--- src/rtl/oesc_pkg.sv ---
// Types, constants and helper functions of the pulse generator.
package oesc_pkg;

  localparam int unsigned WIDTH_W  = 12;
  localparam int unsigned TPU_W    = 10;
  localparam int unsigned ACT_W    = 4;
  localparam int unsigned TICK_W   = 18;
  localparam int unsigned PROD_W   = WIDTH_W + TPU_W;
  localparam int unsigned PERIOD_W = 10;
  localparam int unsigned ELAPSE_W = 24;
  localparam int unsigned CFG_IDX_W  = 4;
  localparam int unsigned CFG_DATA_W = 10;
  localparam int unsigned NUM_LANES = 8;

  localparam logic [TICK_W-1:0] TICK_MAX = {TICK_W{1'b1}};

  localparam logic [1:0] MODE_TICK  = 2'd0;
  localparam logic [1:0] MODE_FRAME = 2'd1;
  localparam logic [1:0] MODE_CALIB = 2'd2;

  localparam logic [CFG_IDX_W-1:0] CFG_TICKS_PER_US    = 4'd0;
  localparam logic [CFG_IDX_W-1:0] CFG_ACTIVE_CHANNELS = 4'd1;

  localparam logic [TPU_W-1:0] TPU_RESET = 10'd100;
  localparam logic [ACT_W-1:0] ACT_RESET = 4'd4;

  localparam logic [PERIOD_W-1:0] PERIOD_US = 10'd1000;
  localparam logic [PERIOD_W-1:0] LOW_US    = 10'd125;
  localparam logic [PERIOD_W-1:0] HIGH_US   = 10'd250;
  localparam logic [ELAPSE_W-1:0] WAIT_US        = 24'd5000000;
  localparam logic [ELAPSE_W-1:0] SHORT_PHASE_US = 24'd1000000;
  localparam logic [ELAPSE_W-1:0] LONG_PHASE_US  = 24'd10000000;

  typedef enum logic [2:0] {
    PH_IDLE  = 3'd0,
    PH_WAIT  = 3'd1,
    PH_SHORT = 3'd2,
    PH_HIGH  = 3'd3,
    PH_LONG  = 3'd4
  } phase_e;

  typedef struct packed {
    phase_e phase_q;
    phase_e phase_d;
    logic   pulse_high;
  } calib_status_t;

  typedef struct packed {
    logic [NUM_LANES-1:0] pin_levels;
    logic                 busy_res;
    logic [2:0]           calib_phase;
    logic                 rejected;
  } result_t;

  function automatic logic [ELAPSE_W-1:0] phase_length(input phase_e ph);
    logic [ELAPSE_W-1:0] len;
    unique case (ph)
      PH_WAIT:  len = WAIT_US;
      PH_SHORT: len = SHORT_PHASE_US;
      default:  len = LONG_PHASE_US;
    endcase
    return len;
  endfunction

endpackage

--- src/rtl/oesc_if.sv ---
// Request, result and configuration channel interfaces.
interface oesc_req_if;
  logic                          valid;
  logic                          ready;
  logic [1:0]                    mode;
  logic [oesc_pkg::WIDTH_W-1:0]  width_0;
  logic [oesc_pkg::WIDTH_W-1:0]  width_1;
  logic [oesc_pkg::WIDTH_W-1:0]  width_2;
  logic [oesc_pkg::WIDTH_W-1:0]  width_3;
  logic [oesc_pkg::WIDTH_W-1:0]  width_4;
  logic [oesc_pkg::WIDTH_W-1:0]  width_5;
  logic [oesc_pkg::WIDTH_W-1:0]  width_6;
  logic [oesc_pkg::WIDTH_W-1:0]  width_7;
  modport source (output valid, mode, width_0, width_1, width_2, width_3,
                  width_4, width_5, width_6, width_7, input ready);
  modport sink   (input valid, mode, width_0, width_1, width_2, width_3,
                  width_4, width_5, width_6, width_7, output ready);
endinterface

interface oesc_res_if;
  logic                           valid;
  logic                           ready;
  logic [oesc_pkg::NUM_LANES-1:0] pin_levels;
  logic                           busy_res;
  logic [2:0]                     calib_phase;
  logic                           rejected;
  modport source (output valid, pin_levels, busy_res, calib_phase, rejected,
                  input ready);
  modport sink   (input valid, pin_levels, busy_res, calib_phase, rejected,
                  output ready);
endinterface

interface oesc_cfg_if;
  logic                            valid;
  logic                            ready;
  logic [oesc_pkg::CFG_IDX_W-1:0]  idx;
  logic [oesc_pkg::CFG_DATA_W-1:0] data;
  modport source (output valid, idx, data, input ready);
  modport sink   (input valid, idx, data, output ready);
endinterface

--- src/rtl/oneshot_esc_pulse_generator.sv ---
// Top level of the multi-channel pulse generator: lanes, merge, calibration, output queue.
// Each result enters the result queue and is shown once earlier results are taken.
// Throughput: one request per cycle while the result queue has room; lane multiplies, end
// compares and calibration timers all update in the cycle of acceptance, and a two-entry
// result queue holds results. Reset: output levels low, result queue empty, idle,
// ticks_per_us 100, active_channels 4; channel targets are loaded by each frame start.
module oneshot_esc_pulse_generator #(
  parameter int unsigned MAX_CHANNELS = 8
) (
  input  logic       clk_i,
  input  logic       rst_ni,
  oesc_req_if.sink   req_i,
  oesc_cfg_if.sink   cfg_i,
  oesc_res_if.source res_o
);

  logic [oesc_pkg::TPU_W-1:0]     tpu_q;
  logic [oesc_pkg::ACT_W-1:0]     act_q;
  logic [oesc_pkg::TICK_W-1:0]    ticks_q, ticks_d, ticks_inc;
  logic [oesc_pkg::NUM_LANES-1:0] level_q, level_d;
  logic                           active_q, active_d;
  logic [oesc_pkg::NUM_LANES-1:0] fall;
  logic [oesc_pkg::NUM_LANES-1:0] used_mask;
  logic [oesc_pkg::ACT_W-1:0]     used_n;
  logic [oesc_pkg::WIDTH_W-1:0]   widths [oesc_pkg::NUM_LANES];
  oesc_pkg::calib_status_t        cal;
  oesc_pkg::result_t              res_d, head_q, head_d, tail_q, tail_d;
  logic [1:0]                     cnt_q, cnt_d;
  logic accept, pop, busy, is_start, reject;
  logic start_frame, start_cal, tick, frame_tick, cal_tick;

  assign widths[0] = req_i.width_0;
  assign widths[1] = req_i.width_1;
  assign widths[2] = req_i.width_2;
  assign widths[3] = req_i.width_3;
  assign widths[4] = req_i.width_4;
  assign widths[5] = req_i.width_5;
  assign widths[6] = req_i.width_6;
  assign widths[7] = req_i.width_7;

  // configuration registers
  assign cfg_i.ready = 1'b1;

  always_ff @(posedge clk_i or negedge rst_ni) begin
    if (!rst_ni) begin
      tpu_q <= oesc_pkg::TPU_RESET;
      act_q <= oesc_pkg::ACT_RESET;
    end else if (cfg_i.valid) begin
      unique case (cfg_i.idx)
        oesc_pkg::CFG_TICKS_PER_US:    tpu_q <= cfg_i.data;
        oesc_pkg::CFG_ACTIVE_CHANNELS: act_q <= cfg_i.data[oesc_pkg::ACT_W-1:0];
        default: ;
      endcase
    end
  end

  // request decode
  assign accept      = req_i.valid && req_i.ready;
  assign busy        = active_q || (cal.phase_q != oesc_pkg::PH_IDLE);
  assign is_start    = (req_i.mode == oesc_pkg::MODE_FRAME) ||
                       (req_i.mode == oesc_pkg::MODE_CALIB);
  assign reject      = is_start && busy;
  assign start_frame = accept && !busy && (req_i.mode == oesc_pkg::MODE_FRAME);
  assign start_cal   = accept && !busy && (req_i.mode == oesc_pkg::MODE_CALIB);
  assign tick        = accept && !start_frame && !start_cal;
  assign frame_tick  = tick && active_q;
  assign cal_tick    = tick && !active_q;

  assign used_n = (act_q > oesc_pkg::ACT_W'(MAX_CHANNELS)) ? oesc_pkg::ACT_W'(MAX_CHANNELS)
                                                             : act_q;
  always_comb begin
    for (int i = 0; i < oesc_pkg::NUM_LANES; i++) begin
      used_mask[i] = (oesc_pkg::ACT_W'(i) < used_n);
    end
  end

  assign ticks_inc = (ticks_q == oesc_pkg::TICK_MAX) ? ticks_q
                                                      : ticks_q + oesc_pkg::TICK_W'(1);

  // channel lanes
  for (genvar g = 0; g < oesc_pkg::NUM_LANES; g++) begin : g_lane
    if (g < MAX_CHANNELS) begin : g_used
      oesc_lane u_lane (
        .clk_i   (clk_i),
        .load_i  (start_frame),
        .width_i (widths[g]),
        .tpu_i   (tpu_q),
        .ticks_i (ticks_inc),
        .fall_o  (fall[g])
      );
    end else begin : g_unused
      assign fall[g] = 1'b1;
    end
  end

  oesc_calib u_calib (
    .clk_i    (clk_i),
    .rst_ni   (rst_ni),
    .start_i  (start_cal),
    .tick_i   (cal_tick),
    .tpu_i    (tpu_q),
    .status_o (cal)
  );

  // merge lane results and calibration pulses into the output levels
  always_comb begin
    ticks_d  = ticks_q;
    level_d  = level_q;
    active_d = active_q;
    priority if (start_frame) begin
      ticks_d  = '0;
      level_d  = used_mask;
      active_d = 1'b1;
    end else if (start_cal) begin
      level_d = '0;
    end else if (frame_tick) begin
      ticks_d  = ticks_inc;
      level_d  = level_q & ~fall;
      active_d = (level_d != '0);
    end else if (cal_tick && cal.phase_q != oesc_pkg::PH_IDLE) begin
      level_d = cal.pulse_high ? used_mask : '0;
    end else begin
      level_d = level_q;
    end
  end

  always_ff @(posedge clk_i or negedge rst_ni) begin
    if (!rst_ni) begin
      ticks_q  <= '0;
      level_q  <= '0;
      active_q <= 1'b0;
    end else begin
      ticks_q  <= ticks_d;
      level_q  <= level_d;
      active_q <= active_d;
    end
  end

  assign res_d.pin_levels  = level_d;
  assign res_d.busy_res    = active_d || (cal.phase_d != oesc_pkg::PH_IDLE);
  assign res_d.calib_phase = cal.phase_d;
  assign res_d.rejected    = reject;

  // two-entry result queue
  assign req_i.ready = (cnt_q != 2'd2);
  assign pop         = res_o.valid && res_o.ready;

  always_comb begin
    head_d = head_q;
    tail_d = tail_q;
    cnt_d  = cnt_q;
    unique case ({accept, pop})
      2'b10: begin
        if (cnt_q == 2'd0) head_d = res_d;
        else tail_d = res_d;
        cnt_d = cnt_q + 2'd1;
      end
      2'b01: begin
        head_d = tail_q;
        cnt_d  = cnt_q - 2'd1;
      end
      2'b11: begin
        if (cnt_q == 2'd1) begin
          head_d = res_d;
        end else begin
          head_d = tail_q;
          tail_d = res_d;
        end
      end
      default: ;
    endcase
  end

  always_ff @(posedge clk_i or negedge rst_ni) begin
    if (!rst_ni) begin
      cnt_q <= '0;
    end else begin
      cnt_q <= cnt_d;
    end
  end

  always_ff @(posedge clk_i) begin
    head_q <= head_d;
    tail_q <= tail_d;
  end

  assign res_o.valid       = (cnt_q != 2'd0);
  assign res_o.pin_levels  = head_q.pin_levels;
  assign res_o.busy_res    = head_q.busy_res;
  assign res_o.calib_phase = head_q.calib_phase;
  assign res_o.rejected    = head_q.rejected;

endmodule

--- src/rtl/oesc_lane.sv ---
// One channel lane: width to tick conversion and pulse end compare.
module oesc_lane (
  input  logic                          clk_i,
  input  logic                          load_i,
  input  logic [oesc_pkg::WIDTH_W-1:0]  width_i,
  input  logic [oesc_pkg::TPU_W-1:0]    tpu_i,
  input  logic [oesc_pkg::TICK_W-1:0]   ticks_i,
  output logic                          fall_o
);

  logic [oesc_pkg::PROD_W-1:0] prod;
  logic [oesc_pkg::TICK_W-1:0] target_q;

  assign prod = oesc_pkg::PROD_W'(width_i) * oesc_pkg::PROD_W'(tpu_i);

  always_ff @(posedge clk_i) begin
    if (load_i) begin
      target_q <= prod[oesc_pkg::PROD_W-1:4];
    end
  end

  assign fall_o = (ticks_i >= target_q);

endmodule

--- src/rtl/oesc_calib.sv ---
// Calibration sequencer: microsecond prescaler, period and phase timers.
module oesc_calib (
  input  logic                          clk_i,
  input  logic                          rst_ni,
  input  logic                          start_i,
  input  logic                          tick_i,
  input  logic [oesc_pkg::TPU_W-1:0]    tpu_i,
  output oesc_pkg::calib_status_t       status_o
);

  logic [oesc_pkg::TPU_W-1:0]    presc_q, presc_d;
  logic [oesc_pkg::PERIOD_W-1:0] period_q, period_d, period_inc;
  logic [oesc_pkg::ELAPSE_W-1:0] elapsed_q, elapsed_d, elapsed_inc;
  oesc_pkg::phase_e              phase_q, phase_d, phase_nxt;
  logic [oesc_pkg::TPU_W-1:0]    tpu_eff;
  logic [oesc_pkg::PERIOD_W-1:0] high_len;

  always_ff @(posedge clk_i or negedge rst_ni) begin
    if (!rst_ni) begin
      presc_q   <= '0;
      period_q  <= '0;
      elapsed_q <= '0;
      phase_q   <= oesc_pkg::PH_IDLE;
    end else begin
      presc_q   <= presc_d;
      period_q  <= period_d;
      elapsed_q <= elapsed_d;
      phase_q   <= phase_d;
    end
  end

  assign tpu_eff     = (tpu_i == '0) ? oesc_pkg::TPU_W'(1) : tpu_i;
  assign period_inc  = period_q + oesc_pkg::PERIOD_W'(1);
  assign elapsed_inc = elapsed_q + oesc_pkg::ELAPSE_W'(1);

  always_comb begin
    unique case (phase_q)
      oesc_pkg::PH_WAIT:  phase_nxt = oesc_pkg::PH_SHORT;
      oesc_pkg::PH_SHORT: phase_nxt = oesc_pkg::PH_HIGH;
      oesc_pkg::PH_HIGH:  phase_nxt = oesc_pkg::PH_LONG;
      default:            phase_nxt = oesc_pkg::PH_IDLE;
    endcase
  end

  always_comb begin
    presc_d   = presc_q;
    period_d  = period_q;
    elapsed_d = elapsed_q;
    phase_d   = phase_q;
    if (start_i) begin
      presc_d   = '0;
      period_d  = '0;
      elapsed_d = '0;
      phase_d   = oesc_pkg::PH_WAIT;
    end else if (tick_i && phase_q != oesc_pkg::PH_IDLE) begin
      if (({1'b0, presc_q} + 11'd1) >= {1'b0, tpu_eff}) begin
        presc_d   = '0;
        elapsed_d = elapsed_inc;
        period_d  = (period_inc >= oesc_pkg::PERIOD_US) ? '0 : period_inc;
        if (elapsed_inc >= oesc_pkg::phase_length(phase_q)) begin
          elapsed_d = '0;
          period_d  = '0;
          phase_d   = phase_nxt;
        end
      end else begin
        presc_d = presc_q + oesc_pkg::TPU_W'(1);
      end
    end
  end

  assign high_len = (phase_d == oesc_pkg::PH_HIGH) ? oesc_pkg::HIGH_US : oesc_pkg::LOW_US;

  assign status_o.phase_q    = phase_q;
  assign status_o.phase_d    = phase_d;
  assign status_o.pulse_high = (phase_d == oesc_pkg::PH_SHORT || phase_d == oesc_pkg::PH_HIGH ||
                                phase_d == oesc_pkg::PH_LONG) && (period_d < high_len);

endmodule

--- src/flat_wrapper.sv ---
// flat-port wrapper written by rule: the top's interface ports become plain ports
module oneshot_esc_pulse_generator_flat 
#(
  parameter int unsigned MAX_CHANNELS = 8
)
  (clk_i, rst_ni, req_i_valid, req_i_mode, req_i_width_0, req_i_width_1, req_i_width_2, req_i_width_3, req_i_width_4, req_i_width_5, req_i_width_6, req_i_width_7, req_i_ready, cfg_i_valid, cfg_i_idx, cfg_i_data, cfg_i_ready, res_o_valid, res_o_pin_levels, res_o_busy_res, res_o_calib_phase, res_o_rejected, res_o_ready);
  oesc_req_if req_i_i ();
  oesc_cfg_if cfg_i_i ();
  oesc_res_if res_o_i ();
  input  logic clk_i;
  input  logic rst_ni;
  input wire logic [$bits(req_i_i.valid)-1:0] req_i_valid;
  input wire logic [$bits(req_i_i.mode)-1:0] req_i_mode;
  input wire logic [$bits(req_i_i.width_0)-1:0] req_i_width_0;
  input wire logic [$bits(req_i_i.width_1)-1:0] req_i_width_1;
  input wire logic [$bits(req_i_i.width_2)-1:0] req_i_width_2;
  input wire logic [$bits(req_i_i.width_3)-1:0] req_i_width_3;
  input wire logic [$bits(req_i_i.width_4)-1:0] req_i_width_4;
  input wire logic [$bits(req_i_i.width_5)-1:0] req_i_width_5;
  input wire logic [$bits(req_i_i.width_6)-1:0] req_i_width_6;
  input wire logic [$bits(req_i_i.width_7)-1:0] req_i_width_7;
  output wire logic [$bits(req_i_i.ready)-1:0] req_i_ready;
  input wire logic [$bits(cfg_i_i.valid)-1:0] cfg_i_valid;
  input wire logic [$bits(cfg_i_i.idx)-1:0] cfg_i_idx;
  input wire logic [$bits(cfg_i_i.data)-1:0] cfg_i_data;
  output wire logic [$bits(cfg_i_i.ready)-1:0] cfg_i_ready;
  output wire logic [$bits(res_o_i.valid)-1:0] res_o_valid;
  output wire logic [$bits(res_o_i.pin_levels)-1:0] res_o_pin_levels;
  output wire logic [$bits(res_o_i.busy_res)-1:0] res_o_busy_res;
  output wire logic [$bits(res_o_i.calib_phase)-1:0] res_o_calib_phase;
  output wire logic [$bits(res_o_i.rejected)-1:0] res_o_rejected;
  input wire logic [$bits(res_o_i.ready)-1:0] res_o_ready;
  assign req_i_i.valid = req_i_valid;
  assign req_i_i.mode = req_i_mode;
  assign req_i_i.width_0 = req_i_width_0;
  assign req_i_i.width_1 = req_i_width_1;
  assign req_i_i.width_2 = req_i_width_2;
  assign req_i_i.width_3 = req_i_width_3;
  assign req_i_i.width_4 = req_i_width_4;
  assign req_i_i.width_5 = req_i_width_5;
  assign req_i_i.width_6 = req_i_width_6;
  assign req_i_i.width_7 = req_i_width_7;
  assign req_i_ready = req_i_i.ready;
  assign cfg_i_i.valid = cfg_i_valid;
  assign cfg_i_i.idx = cfg_i_idx;
  assign cfg_i_i.data = cfg_i_data;
  assign cfg_i_ready = cfg_i_i.ready;
  assign res_o_valid = res_o_i.valid;
  assign res_o_pin_levels = res_o_i.pin_levels;
  assign res_o_busy_res = res_o_i.busy_res;
  assign res_o_calib_phase = res_o_i.calib_phase;
  assign res_o_rejected = res_o_i.rejected;
  assign res_o_i.ready = res_o_ready;
  oneshot_esc_pulse_generator #(.MAX_CHANNELS(MAX_CHANNELS)) u_core (.clk_i(clk_i), .rst_ni(rst_ni), .req_i(req_i_i), .cfg_i(cfg_i_i), .res_o(res_o_i));
endmodule
--- config.mk ---
export PLATFORM = sky130hd
export DESIGN_NAME = oneshot_esc_pulse_generator_flat
export DESIGN_NICKNAME = d
export VERILOG_FILES = /design/src/rtl/oesc_pkg.sv /design/src/rtl/oesc_if.sv /design/src/rtl/oneshot_esc_pulse_generator.sv /design/src/rtl/oesc_lane.sv /design/src/rtl/oesc_calib.sv /design/src/flat_wrapper.sv
export SDC_FILE = /design/constraint.sdc
export NUM_CORES = 2
export LEC_CHECK = 0
export ABC_CLOCK_PERIOD_IN_PS = 8300
export BUFFER_PORTS_ARGS = -buffer_cell sky130_fd_sc_hd__buf_2
export CORE_ASPECT_RATIO = 1.25
export CORE_MARGIN = 10
export CORE_UTILIZATION = 50
export DETAILED_ROUTE_END_ITERATION = 8
export PLACE_DENSITY = 0.66
export SETUP_SLACK_MARGIN = 0.3
export SYNTH_ARGS = -nofsm -noshare
export SYNTH_HDL_FRONTEND = slang
export SYNTH_SLANG_ARGS = --single-unit
export TNS_END_PERCENT = 1
--- constraint.sdc ---
create_clock -name clk_i -period 8.3 [get_ports clk_i]
set_clock_uncertainty 0.15 [all_clocks]
set_input_delay 0.415 -clock clk_i [delete_from_list [all_inputs] [get_ports clk_i]]
set_output_delay 0.415 -clock clk_i [all_outputs]
set_load 0.05 [all_outputs]
Yosys cells after proc, flatten, opt, wreduce, memory -nomap -nowiden
Cells that the tools add are included.
Widths: inputs -> output; s select.

cells by class
  magnitude comparators = 21
  multiply operators = 8
  bitwise operators = 2
  mux-type cells = 43
  eq/ne operators = 19
  reductions and logical operators = 40
  add/sub/neg operators = 7

operators with widths
  kind                   count
  $mul 12x10->22         8
  $mux 24                7
  $ge 18x18->1           8
  $mux 10                9
  $mux 18                4
  $mux 13                4
  $mux 8                 6
  $pmux 24 s2            1
  $pmux 13 s3            1
  $pmux 13 s2            1
  $add 24x1->24 const B  1
  $ge 24x24->1           1
  $add 10x1->10 const B  2
  $add 18x1->18 const B  1
  $eq 18x18->1 const B   1
  $lt 3x4->1 const A     4
  $eq 3x2->1 const B     4
  $logic_and 1x1->1      12
  $mux 3                 4
  $reduce_bool 2->1      6
  $add 10x1->11 const B  1
  $ge 11x10->1           1
  $ge 10x10->1 const B   1
  $logic_not 10->1       1
  other kinds (27)       51

storage, ports and cells
  logic and storage cells = 166
  output and inout port bits = 16
  bits in registers = 260

Longest topological paths before layout
  word-level depth = 28
  gate-level depth with buffers = 25
  depth with buffers taken out = 23

Modules after synthesis
From an unflattened synthesis, not the netlist that was laid out.

second synthesis, totals
  cells, all modules = 4911
  area total of the unflattened synthesis = 45940.3 um2

by module, submodules not included
  module                                           area each (um2)  instances  cells an instance  sequential area each (um2)
  oesc_lane at u_core.g_lane[1].g_used.u_lane ...  4719.5           3          502                540.5
  oesc_lane at u_core.g_lane[5].g_used.u_lane      4961.0           1          541                540.5
  oesc_lane at u_core.g_lane[6].g_used.u_lane      4894.7           1          529                540.5
  oesc_lane at u_core.g_lane[7].g_used.u_lane      4854.7           1          525                540.5
  oesc_lane at u_core.g_lane[4].g_used.u_lane      4799.6           1          511                540.5
  oesc_lane at u_core.g_lane[0].g_used.u_lane      4794.6           1          517                540.5
  oneshot_esc_pulse_generator                      3741.1           1          349                1861.8
  oesc_calib                                       3736.1           1          433                1176.1

Worst setup path after synthesis
OpenSTA, ideal clock, no wires.

  path type = register -> register
  from = reg u_core.cnt_q[0]
  to = reg u_core.ticks_q[0] (netlist bit)
  required time = 8.015 ns
  path slack = 1.425 ns
  arrival time = 6.590 ns
  buffers on the path = 2
  setup time = 0.135 ns
  cell stages (with the launch flop) = 11
  cells stage by stage = dfrtp_1 -> inv_1 -> ha_1 -> nor2b_1 -> clkbuf_1 -> nand3_1 -> inv_1 -> clkbuf_1 -> nor2_1 -> o21ai_0 -> o31ai_1

on the way
  longest elaborated chain between the ends = 10
  elaborated cells between the ends (all ways) = 14

RTL lines
  what                                       RTL line                            text
  start: declaration                         oneshot_esc_pulse_generator.sv:28   logic [1:0] cnt_q, cnt_d;
  start signal: assignment                   oneshot_esc_pulse_generator.sv:178  cnt_q <= cnt_d;
  $ne 2x2->1 *                               oneshot_esc_pulse_generator.sv:145  assign req_i.ready = (cnt_q != 2'd2);
  $logic_and 1x1->1 *                        oneshot_esc_pulse_generator.sv:58   assign accept = req_i.valid && req_i.ready;
  $logic_and 1x1->1 * (2 in series)          oneshot_esc_pulse_generator.sv:63   assign start_frame = accept && !busy && (req_i.mode == oesc_pkg::MODE_FRAME);
  net u_core.g_lane[0].g_used.u_lane.load_i  oesc_lane.sv:4                      input logic load_i,
  $logic_not 1->1                            oneshot_esc_pulse_generator.sv:65   assign tick = accept && !start_frame && !start_cal;
  $logic_and 1x1->1 (2 in series)            oneshot_esc_pulse_generator.sv:65
  $logic_and 1x1->1                          oneshot_esc_pulse_generator.sv:66   assign frame_tick = tick && active_q;
  $reduce_bool 2->1 (no source line)         n/a
  $reduce_and 2->1 (no source line)          n/a
  end signal: assignment                     oneshot_esc_pulse_generator.sv:133  ticks_q <= ticks_d;
  end: declaration                           oneshot_esc_pulse_generator.sv:19   logic [oesc_pkg::TICK_W-1:0] ticks_q, ticks_d, ticks_inc;

The timed path passes the listed nets; every way through them passes the cells marked *.
A chain may end at the register's enable or synchronous reset.

Worst setup path in the final report
  from = reg u_core.tpu_q[3] (netlist bit)
  to = reg u_core.g_lane[7].g_used.u_lane.target_q[17] (netlist bit) (data pin)

on the way
  longest elaborated chain between the ends = 1

RTL lines
  what                                               RTL line                           text
  start: declaration                                 oneshot_esc_pulse_generator.sv:17  logic [oesc_pkg::TPU_W-1:0] tpu_q;
  start signal: assignment                           oneshot_esc_pulse_generator.sv:46  tpu_q <= oesc_pkg::TPU_RESET;
  start signal: assignment                           oneshot_esc_pulse_generator.sv:50  oesc_pkg::CFG_TICKS_PER_US: tpu_q <= cfg_i.data;
  $mul 12x10->22                                     oesc_lane.sv:14                    assign prod = oesc_pkg::PROD_W'(width_i) * oesc_pkg::PROD_W'(tpu_i);
  net u_core.g_lane[7].g_used.u_lane.prod (one bit)  oesc_lane.sv:11                    logic [oesc_pkg::PROD_W-1:0] prod;
  end signal: assignment                             oesc_lane.sv:18                    target_q <= prod[oesc_pkg::PROD_W-1:4];
  end: declaration                                   oesc_lane.sv:12                    logic [oesc_pkg::TICK_W-1:0] target_q;

The timed path passes the listed nets, and every way through them passes these cells.

==> reports/results.ini <==
[status]
outcome=finished, final reports clean

[sta]
period_share_pct=85.7
tns_ns=0
rsz0062_at_grt=false
fmax_ghz=0.141
drv_slew=0
min_period_ns=7.11
worst_pin_slew_ns=1.19
final-setup-viol-count=0
max_slew_margin_pct=19.8
hold_violations=0

[critical_path]
worst-r2r-setup-slack_ns=1.19
crit_type=reg2reg
r2r-start=u_core.tpu_q[3]$_DFFE_PN0P_
critPathTopFamily=adder cells
cp_max_fo=71
path_buf_inv=2
crit_slowest_cell=dfrtp_4
path_cells=buf_4, nand2_1, fa_1, fa_1, inv_1, fa_1, fa_1, fa_1, ha_1, a21o_1, a2111o_1, o211a_1, a31o_2, o41ai_1, nor2b_1, o21a_1, o21a_1, nor2_1, xnor2_1
max_stage_delay_ns=1.17
crit_required_ns=8.44
r2r_end=u_core.g_lane[7].g_used.u_lane.target_q[17]$_DFFE_PP_
cp-start-kind=register
arrival_ns=7.26
timing.critical_path.mode_cell=fa_1
rr_worst_depth=19
setup.worst_path.start=u_core.tpu_q[3]$_DFFE_PN0P_
cp-end-kind=register

[drt]
drt-vias-per-instance=5.45
first_iter_violations=1687
wire_per_inst_um=18.2
dr.pass1.iters=5
finalWirelength_um=109000
antenna_left=0
num_vias=32500
drc=0

[cts]
cts_sinks=260
clockBufferDepth=3
cts_buffers=34
insertion_delay_ns=0.55
cts_setup_buffers=0
root_buffer=clkbuf_16
cts_max_level=2
cts_tree=built
path_clk_slew_ns=0.06
post_cts_resized=0

[global_routing]
grt_pass1_wl_um=181000
grt_pass1_vias=34900
overflow=0
antenna_found_initial=9
grt_max_degree=91
grtUsageTotal_pct=22.4

[floorplan]
rows=121
die_w_um=285
die_y_um=351
die_area_um2=100000
initial_core_util_pct=50.4
coreArea_um2=87200
io_pins=133

[logic_synthesis]
synth.cell_area_um2=43900
syn_inst=4769
synth_nets=6126
yosysSeqAreaShare_pct=16.8
synth_cell_types=88
avgSynthCellArea_um2=9.21
synth-warning-count=0
ys_ff_latch=260
yosysTopAreaCell=fa_1
synth_top_area_share_pct=28.1
synthTopCellsByArea=fa_1, ha_1, edfxtp_1
async_reset_ff_share_pct=34.6
synth-edff-count=170
synthFlopType=edfxtp_1

[final_layout]
drive_above_1_share_pct=6.20
layout_common_cells=inv_1, nand2_1, ha_1
area_delta_synth_final_pct=6.92
final_nets=6126
layout.cells.non_filler=5963
fillers=8039
layout_commonest_cell=inv_1

[min_path]
hold_class=in2reg
hp-start=cfg_i_data[6]
holdPathStages=3
hold_end=u_core.tpu_q[6]$_DFFE_PN1P_

[place]
hpwl_um=83200
place.gp.congestion=0.850
portBuffers=131
placed_cells=5895

[job]
maxCapViolCount=0

per-layer routing:
layer  vias up  wire length [µm]  GRT usage [%]
met5         -                32              0
met4         4              3200           6.75
met3       184              6070           3.08
met2       794             53500           39.6
met1     16300             45900           28.1
li1      15200                 -              -
worst max-delay path by stage:
stage               slack [ns]                                                     to  cells after the start
floorplan                 1.43                          u_core.ticks_q[0]$_DFFE_PN0P_                     10
global placement          1.30  u_core.g_lane[7].g_used.u_lane.target_q[17]$_DFFE_PP_                     19
detailed placement        1.27  u_core.g_lane[7].g_used.u_lane.target_q[17]$_DFFE_PP_                     19
CTS                       1.22  u_core.g_lane[7].g_used.u_lane.target_q[17]$_DFFE_PP_                     19
global route              0.75  u_core.g_lane[2].g_used.u_lane.target_q[17]$_DFFE_PP_                     21
finish                    1.19  u_core.g_lane[7].g_used.u_lane.target_q[17]$_DFFE_PP_                     19
state kept, by name, summed over array words and instances (netlist names), 2 cells and up:
register                              count
u_core.tpu_q                             10
u_core.res_o.calib_phase                  3
u_core.u_calib.presc_q                   10
u_core.cnt_q                              2
u_core.act_q                              4
u_core.tail_q                            13
u_core.u_calib.period_q                  10
u_core.u_calib.elapsed_q                 24
u_core.g_lane.g_used.u_lane.target_q    144
u_core.u_calib.phase_q                    3
u_core.ticks_q                           18
u_core.res_o.pin_levels                   8
u_core.level_q                            8
metrics by stage:
step,util (%),setup slack (ns),instance area (µm²),hold slack (ns)
finish,53.9,1.19,47000,0.0286
global route,53.9,0.752,47000,0.0355
CTS,53.9,1.22,47000,0.00752
detailed placement,52.4,1.27,45700,0.292
global placement,52.4,1.30,45700,0.288
floorplan,-,1.43,43900,-0.0306
worst min-delay path: stages:
cell	delay, ns
buf_2	0.15
nand2_1	0.06
o21ai_0	0.08
synthesized netlist by cell type (19+ instances only):
| library cell | instances |
|---|---|
| xnor2_1 | 109 |
| fa_1 | 616 |
| buf_1 | 46 |
| nand4_1 | 32 |
| inv_1 | 806 |
| o21a_1 | 38 |
| edfxtp_1 | 170 |
| a21o_1 | 45 |
| nand3_1 | 69 |
| nor2_1 | 177 |
| clkbuf_1 | 178 |
| xor2_1 | 51 |
| a21oi_1 | 77 |
| and2_1 | 403 |
| nor2b_1 | 38 |
| ha_1 | 624 |
| nor3_1 | 51 |
| and3_1 | 37 |
| o21ai_0 | 138 |
| nand2b_1 | 37 |
| o31ai_1 | 19 |
| dfrtp_1 | 86 |
| nand2_1 | 669 |
logic make-up after synthesis:
family / synth area share [%]
AOI/OAI and AO/OA: 7.20
xor gates and xnor gates: 3.19
adders and majority gates: 45.8
buffers and inverters: 8.86
DFF: 16.8
muxes: 0.248
other: 0.00854
and+or+nand+nor: 17.9
final cells by class:
class | instances | area [µm²] | area share, %
Tap cell | 1168 | 1460 | 3.11
Timing Repair Buffer | 193 | 1160 | 2.48
Clock inverter | 20 | 324 | 0.690
Multi-Input combinational cell | 3474 | 32700 | 69.6
Antenna cell | 1 | 2.50 | 0.00533
Sequential cell | 260 | 7390 | 15.7
Clock buffer | 41 | 908 | 1.93
Inverter | 806 | 3030 | 6.45
what timing repair did:
action / 4_1_cts / 5_1_grt
hold buffers: 6 / 0
endpoints found under the hold margin: 44 / 0
endpoints found under the setup margin: 0 / 0
Power is not shown: default switching activity piles up to over one toggle a cycle in this logic, so the estimate is an artifact.
